File: config.mk
export PLATFORM = sky130hd
export DESIGN_NAME = tpt_front_flat
export DESIGN_NICKNAME = d
export VERILOG_FILES = /design/src/hw/rtl/tpt_pkg.sv /design/src/hw/rtl/tpt_if.sv /design/src/hw/rtl/tpt_front.sv /design/src/flat_wrapper.sv
export SDC_FILE = /design/constraint.sdc
export NUM_CORES = 1
export LEC_CHECK = 0
export BUFFER_PORTS_ARGS = -buffer_cell sky130_fd_sc_hd__buf_2
export CORE_ASPECT_RATIO = 0.75
export CORE_MARGIN = 5
export CORE_UTILIZATION = 55
export DETAILED_ROUTE_END_ITERATION = 8
export PLACE_DENSITY = 0.81
export SYNTH_ARGS = -nofsm -noshare
export SYNTH_HDL_FRONTEND = slang
export SYNTH_SLANG_ARGS = --single-unit
File: constraint.sdc
create_clock -name i_clk -period 4.22 [get_ports i_clk]
set_input_delay 0.422 -clock i_clk [delete_from_list [all_inputs] [get_ports i_clk]]
set_output_delay 0.422 -clock i_clk [all_outputs]
set_load 0.005 [all_outputs]
File: src/hw/rtl/tpt_pkg.sv
// Package for the timestamped price table: request and status codes, queue entry type.
// No dependencies.
package tpt_pkg;
    localparam int unsigned TimeW  = 32;
    localparam int unsigned PriceW = 32;

    typedef enum logic [1:0] {
        REQ_UPDATE  = 2'd0,
        REQ_CORRECT = 2'd1,
        REQ_REMOVE  = 2'd2,
        REQ_NONE    = 2'd3
    } t_req;

    typedef enum logic [1:0] {
        ST_DONE    = 2'd0,
        ST_DUP     = 2'd1,
        ST_MISSING = 2'd2,
        ST_FULL    = 2'd3
    } t_status;

    typedef struct packed {
        t_req              req;
        logic [TimeW-1:0]  key;
        logic [PriceW-1:0] price;
    } t_cmd;

    typedef struct packed {
        t_status           status;
        logic              is_empty;
        logic [PriceW-1:0] low_price;
        logic [PriceW-1:0] high_price;
        logic [PriceW-1:0] last_price;
    } t_res;
endpackage

File: src/hw/rtl/tpt_if.sv
// Valid/ready channel interfaces for requests and results.
// Depends on tpt_pkg.
interface tpt_req_if;
    import tpt_pkg::*;
    logic                 valid;
    logic                 ready;
    logic [1:0]           req_type;
    logic signed [31:0]   event_time;
    logic [31:0]          price_value;
    modport source (output valid, req_type, event_time, price_value, input ready);
    modport sink   (input valid, req_type, event_time, price_value, output ready);
endinterface


File: src/hw/rtl/tpt_front.sv
// Front end: accepts request beats, decodes the type and pushes commands into a
// two-entry queue. Depends on tpt_pkg.
module tpt_front import tpt_pkg::*; (
    input  logic   i_clk,
    input  logic   i_rst_n,
    tpt_req_if.sink s_req,
    output t_cmd   o_cmd,
    output logic   o_cmd_valid,
    input  logic   i_cmd_pop
);
    t_cmd       r_q [2];
    logic [1:0] r_cnt;
    logic       r_rd, r_wr;
    logic       push;
    t_cmd       cmd_in;

    assign s_req.ready = (r_cnt != 2'd2);
    assign push        = s_req.valid && s_req.ready;
    assign o_cmd_valid = (r_cnt != 2'd0);
    assign o_cmd       = r_q[r_rd];

    always_comb begin
        cmd_in.key   = s_req.event_time;
        cmd_in.price = s_req.price_value;
        cmd_in.req   = t_req'(s_req.req_type);
    end

    always_ff @(posedge i_clk) begin
        if (push) r_q[r_wr] <= cmd_in;
        if (!i_rst_n) begin
            r_cnt <= '0;
            r_rd  <= 1'b0;
            r_wr  <= 1'b0;
        end else begin
            if (push) r_wr <= ~r_wr;
            if (i_cmd_pop) r_rd <= ~r_rd;
            r_cnt <= r_cnt + {1'b0, push} - {1'b0, i_cmd_pop};
        end
    end
endmodule

File: src/flat_wrapper.sv
// flat-port wrapper written by rule: the top's interface ports become plain ports
module tpt_front_flat import tpt_pkg::*;
  (i_clk, i_rst_n, o_cmd, o_cmd_valid, i_cmd_pop, s_req_valid, s_req_req_type, s_req_event_time, s_req_price_value, s_req_ready);
  tpt_req_if s_req_i ();
  input  logic i_clk;
  input  logic i_rst_n;
  output t_cmd o_cmd;
  output logic o_cmd_valid;
  input  logic i_cmd_pop;
  input wire logic [$bits(s_req_i.valid)-1:0] s_req_valid;
  input wire logic [$bits(s_req_i.req_type)-1:0] s_req_req_type;
  input wire logic [$bits(s_req_i.event_time)-1:0] s_req_event_time;
  input wire logic [$bits(s_req_i.price_value)-1:0] s_req_price_value;
  output wire logic [$bits(s_req_i.ready)-1:0] s_req_ready;
  assign s_req_i.valid = s_req_valid;
  assign s_req_i.req_type = s_req_req_type;
  assign s_req_i.event_time = s_req_event_time;
  assign s_req_i.price_value = s_req_price_value;
  assign s_req_ready = s_req_i.ready;
  tpt_front u_core (.i_clk(i_clk), .i_rst_n(i_rst_n), .s_req(s_req_i), .o_cmd(o_cmd), .o_cmd_valid(o_cmd_valid), .i_cmd_pop(i_cmd_pop));
endmodule
# After elaboration in Yosys (flattened, before gate mapping)
# Memories as Yosys holds them, arrays and structs flattened. A register that Yosys moved wholly into a read port is not among the register bits.
# Cells that the tools add are included.
# W data, S select, Z words.
dict set report totals {
  regBits 4
  n_memories 1
  out_inout_bits 68
  in_bits 70
  mem_bits_rw 132
}
# name depth word_bits rd rd_ports_with_merged_regs write_ports line
set memory_table {}
lappend memory_table {u_core.r_q 2 66 1 1 1 tpt_front.sv:11} ;# t_cmd r_q [2];
dict set report classes {
  n_bitwise 2
  n_reduce_logical 2
  add_sub_neg 2
  n_eq_ne 1
  muxes 4
}
# op count
set ops {}
lappend ops {{$mux W1} 4}
lappend ops {{$add A2 B1 Y2} 1}
lappend ops {{$ne A2 B2 Y1 const B} 1}
lappend ops {{$not A1 Y1} 2}
lappend ops {{$reduce_bool A2 Y1} 1}
lappend ops {{$sub A2 B1 Y2} 1}
lappend ops {{$logic_and A1 B1 Y1} 1}

# Logic depth before layout (Yosys ltp)
dict set report depth {
  word_depth 4
  depth_mapped 5
  mapped_depth_nobuf 5
}

# Worst setup path before layout
# OpenSTA, ideal clock, no wires.
dict set report synth_timing {
  path_type {register to register}
  start {register u_core.r_cnt[0]}
  end {memory u_core.r_q[1][0] in the netlist's numbering, enable pin}
  path_stages_with_launch 3
  arrival_time_ps 2099
  t_required_ps 3789
  setup_ps 431
  period_less_slack_ps 2530
  setup_slack_ps 1690
  path_cell_list {dfxtp_1 -> nand2b_4 -> and3_1}
}
dict set report synth_via {
  elab_chain_cells 4
}
# item line
set synth_rtl {}
lappend synth_rtl {{start: declaration} tpt_front.sv:12} ;# logic [1:0] r_cnt;
lappend synth_rtl {{start signal: assignment} tpt_front.sv:37} ;# r_cnt <= r_cnt + {1'b0, push} - {1'b0, i_cmd_pop};
lappend synth_rtl {{$ne A2 B2 Y1} tpt_front.sv:17} ;# assign s_req.ready = (r_cnt != 2'd2);
lappend synth_rtl {{named net s_req_ready} flat_wrapper.sv:14} ;# output wire logic [$bits(s_req_i.ready)-1:0] s_req_ready;
lappend synth_rtl {{$logic_and A1 B1 Y1} tpt_front.sv:18} ;# assign push = s_req.valid && s_req.ready;
lappend synth_rtl {{$mux W1} tpt_front.sv:29} ;# if (push) r_q[r_wr] <= cmd_in;
lappend synth_rtl {{$mux W1 (implied by the code)} tpt_front.sv:29}
lappend synth_rtl {{end: declaration} tpt_front.sv:11}
# The timed path passes the listed nets, and every way through them passes these cells.

==> run_results.csv <==
group,metric,value,unit
placement,gp_congestion,0.739,
timing,setup_tns,0,ns
power_and_ir_drop,power_switching,751,µW
cts,cts_setup_buffers,0,
final_layout,fin_nets,454,
floorplan,core,9120,µm²
routing,drt_pre_antenna_iters,4,
cts,cts_tree,"yes",
global_route,grt_max_degree,67,
cts,ctsHtreeMaxLevel,4,
synth,synth.area.top_cells,"edfxtp_1, mux2_4, mux2_2",
timing,rsz0062_at_grt,"no",
worst_setup_path,r2r_setup_slack,2.08,ns
final_layout,antenna_cells,0,
floorplan,rows,30,
routing,final_antenna_net_count,0,
status,outcome,"completed",
worst_setup_path,critical_path_class,"reg2out",
worst_setup_path,worstReg2RegStart,"u_core.r_cnt[0]",
worst_setup_path,crit_required,3.80,ns
synth,synth_edf_count,132,
cts,clk_path_buf_depth,2,
floorplan,die_h,94.0,µm
timing,period_needed,2.51,ns
worst_setup_path,start_kind,"flip-flop",
cts,cts-resized-gates,0,
power_and_ir_drop,power_leakage,0.00257,µW
timing,finalCritPeriodShare,59.5,%
global_route,grt_pass1_wl,14500,µm
floorplan,pin_count,138,
cts,insertion_delay,0.40,ns
synth,ys_top_cells_by_count,"edfxtp_1, mux2_4, mux2_2, buf_6, dfxtp_1",
synth,yosysTopAreaCell,"edfxtp_1",
timing,slew_violations,0,
cts,cts_made_buffers,17,
synth,ys.warnings.count,0,
final_layout,drive_gt1_share,61.4,%
placement,portBuffers,137,
cts,cts.sinks,137,
routing,vias,2573,
worst_setup_path,rr_worst_depth,3,
placement,dpl_worst_slack,2.01,ns
worst_setup_path,reg2reg_to,"u_core.r_q[1][12]",
power_and_ir_drop,combPwrFrac,10.5,%
worst_setup_path,crit_fanout,66,
cts,clk_pin_slew_worst_paths,0.06,ns
synth,synthDistinctLibCells,22,
synth,syn-num-nets,302,
timing,relSlewSlack,27.5,%
placement,dp_hpwl,6270,µm
cts,cts-root-buf,"clkbuf_16",
final_layout,synthToLayoutAreaGrowth,26.8,%
synth,ys_seq_area_share,78.5,%
global_route,grt_pass1_vias,2708,
power_and_ir_drop,netSwitchingFraction,21.8,%
timing,max_freq,399,MHz
synth,synthArstFlopShare,0,%
routing,wl_per_cell,17.8,µm
synth,netlist_instances,231,
timing,tightestPinTransition,1.09,ns
worst_setup_path,crit_path_end_kind,"output pin",
timing,setup_slack,1.71,ns
routing,viasPerCell,4.91,
routing,wirelength,9330,µm
power_and_ir_drop,power_density,525,nW/µm²
synth,synth_top_flop_cell,"edfxtp_1",
synth,yosysTopAreaCellShare,76.6,%
global_route,grt_antenna_before_repair,1,
worst_hold_path,hp-class,"in2reg",
floorplan,die_x,122,µm
final_layout,n_fill_cell,573,
worst_setup_path,cp-endpoint,"o_cmd[17]",
synth,yosysMostFrequentCell,"edfxtp_1",
routing,drtIter0Drc,166,
synth,synth_area,5180,µm²
worst_setup_path,cp_data_arrival_time,2.09,ns
global_route,gr-usage-all-layers,17.3,%
routing,drc,0,
global_route,grt_overflow,0,
timing,skew,0.00578,ns
timing,hold_viol,0,
run,max-cap-violations,0,
floorplan,die_area,11500,µm²
power_and_ir_drop,clock_power_share,41.0,%
timing,setup_viol,0,
cts,cts_hold_buf,0,
synth,synth.ff_latch_count,137,
synth,avgSynthCellArea,22.4,µm²
power_and_ir_drop,power_frac_seq,48.6,%
floorplan,start_util,56.7,%
power_and_ir_drop,intPower,2690,µW
power_and_ir_drop,irDropWorstVdd,0.420,mV
## area by class of cell
cell class / count / area [µm²] / share of cell area (%)
clock buffer: 18 / 429 / 6.54
clock inverter: 14 / 151 / 2.31
inverter: 2 / 7.51 / 0.114
multi-input combinational: 85 / 1040 / 15.8
sequential: 137 / 4070 / 62.0
tap: 128 / 160 / 2.44
timing repair buffer: 140 / 708 / 10.8
## sequential cells by signal, summed over array words and instances, names as in the netlist, named ones only
register	flops
u_core.r_q	132
u_core.r_cnt	2
u_core.r_rd	1
u_core.r_wr	1
## metal layers
layer,vias to the layer above,track usage [%],part of all wire [%]
met4,2,6.44,0.86
met2,106,25.5,45
met3,9,8.01,11
met1,1237,22.4,43
li1,1219,-,-
met5,-,0,0.075
## worst max-delay path, cell delays in order, from the launching register on
cell     delay [ns]
dfxtp_4        1.05
mux2_2         0.43
buf_2          0.13
## layout by cell type, fill, tap and decap left out, types with 3 or more instances in the layout
master	n
clkinv_4	4
buf_2	137
mux2_2	26
mux2_4	40
dfxtp_1	4
buf_4	3
clkinvlp_4	5
edfxtp_1	132
clkbuf_16	17
## cell families after synthesis
| kind of cell | after synthesis | synth area share [%] |
|---|---|---|
| AOI/OAI and AO/OA | 4 | 0.580 |
| xor gates and xnor gates | 1 | 0.169 |
| adders and majority gates | 1 | 0.242 |
| buffers and inverters | 9 | 1.43 |
| DFF | 137 | 78.5 |
| muxes | 68 | 17.6 |
| and+or+nand+nor | 11 | 1.43 |
## through the flow
stage	cells	total power, µW	hold WS [ns]	area, µm²	utilization, %
after global placement	492	2050	0.552	5980	65.6
final	524	3440	0.204	6560	72.0
after floorplan	231	1900	0.518	5180	-
after global routing	524	3590	0.180	6560	72.0
after detailed placement	492	2070	0.571	5980	65.6
after CTS	524	3480	0.186	6560	72.0
## power by group through the flow
stage | registers, µW | logic, µW | clock network [µW]
2_1_floorplan | 1670 | 232 | 0
3_3_place_gp | 1690 | 359 | 0
3_5_place_dp | 1700 | 365 | 0
4_1_cts | 1670 | 369 | 1440
5_1_grt | 1690 | 393 | 1510
6_report | 1670 | 361 | 1410
## worst min-delay path by stage
stage / startpoint / to / cells past startpoint
2_1_floorplan: u_core.r_wr / u_core.r_wr / 2
3_3_place_gp: u_core.r_wr / u_core.r_wr / 2
3_5_place_dp: u_core.r_wr / u_core.r_wr / 2
4_1_cts: s_req_event_time[16] / u_core.r_q[1][48] / 1
5_1_grt: s_req_event_time[17] / u_core.r_q[0][49] / 1
6_report: s_req_event_time[22] / u_core.r_q[1][54] / 1
(Power assumes the default switching activity.)
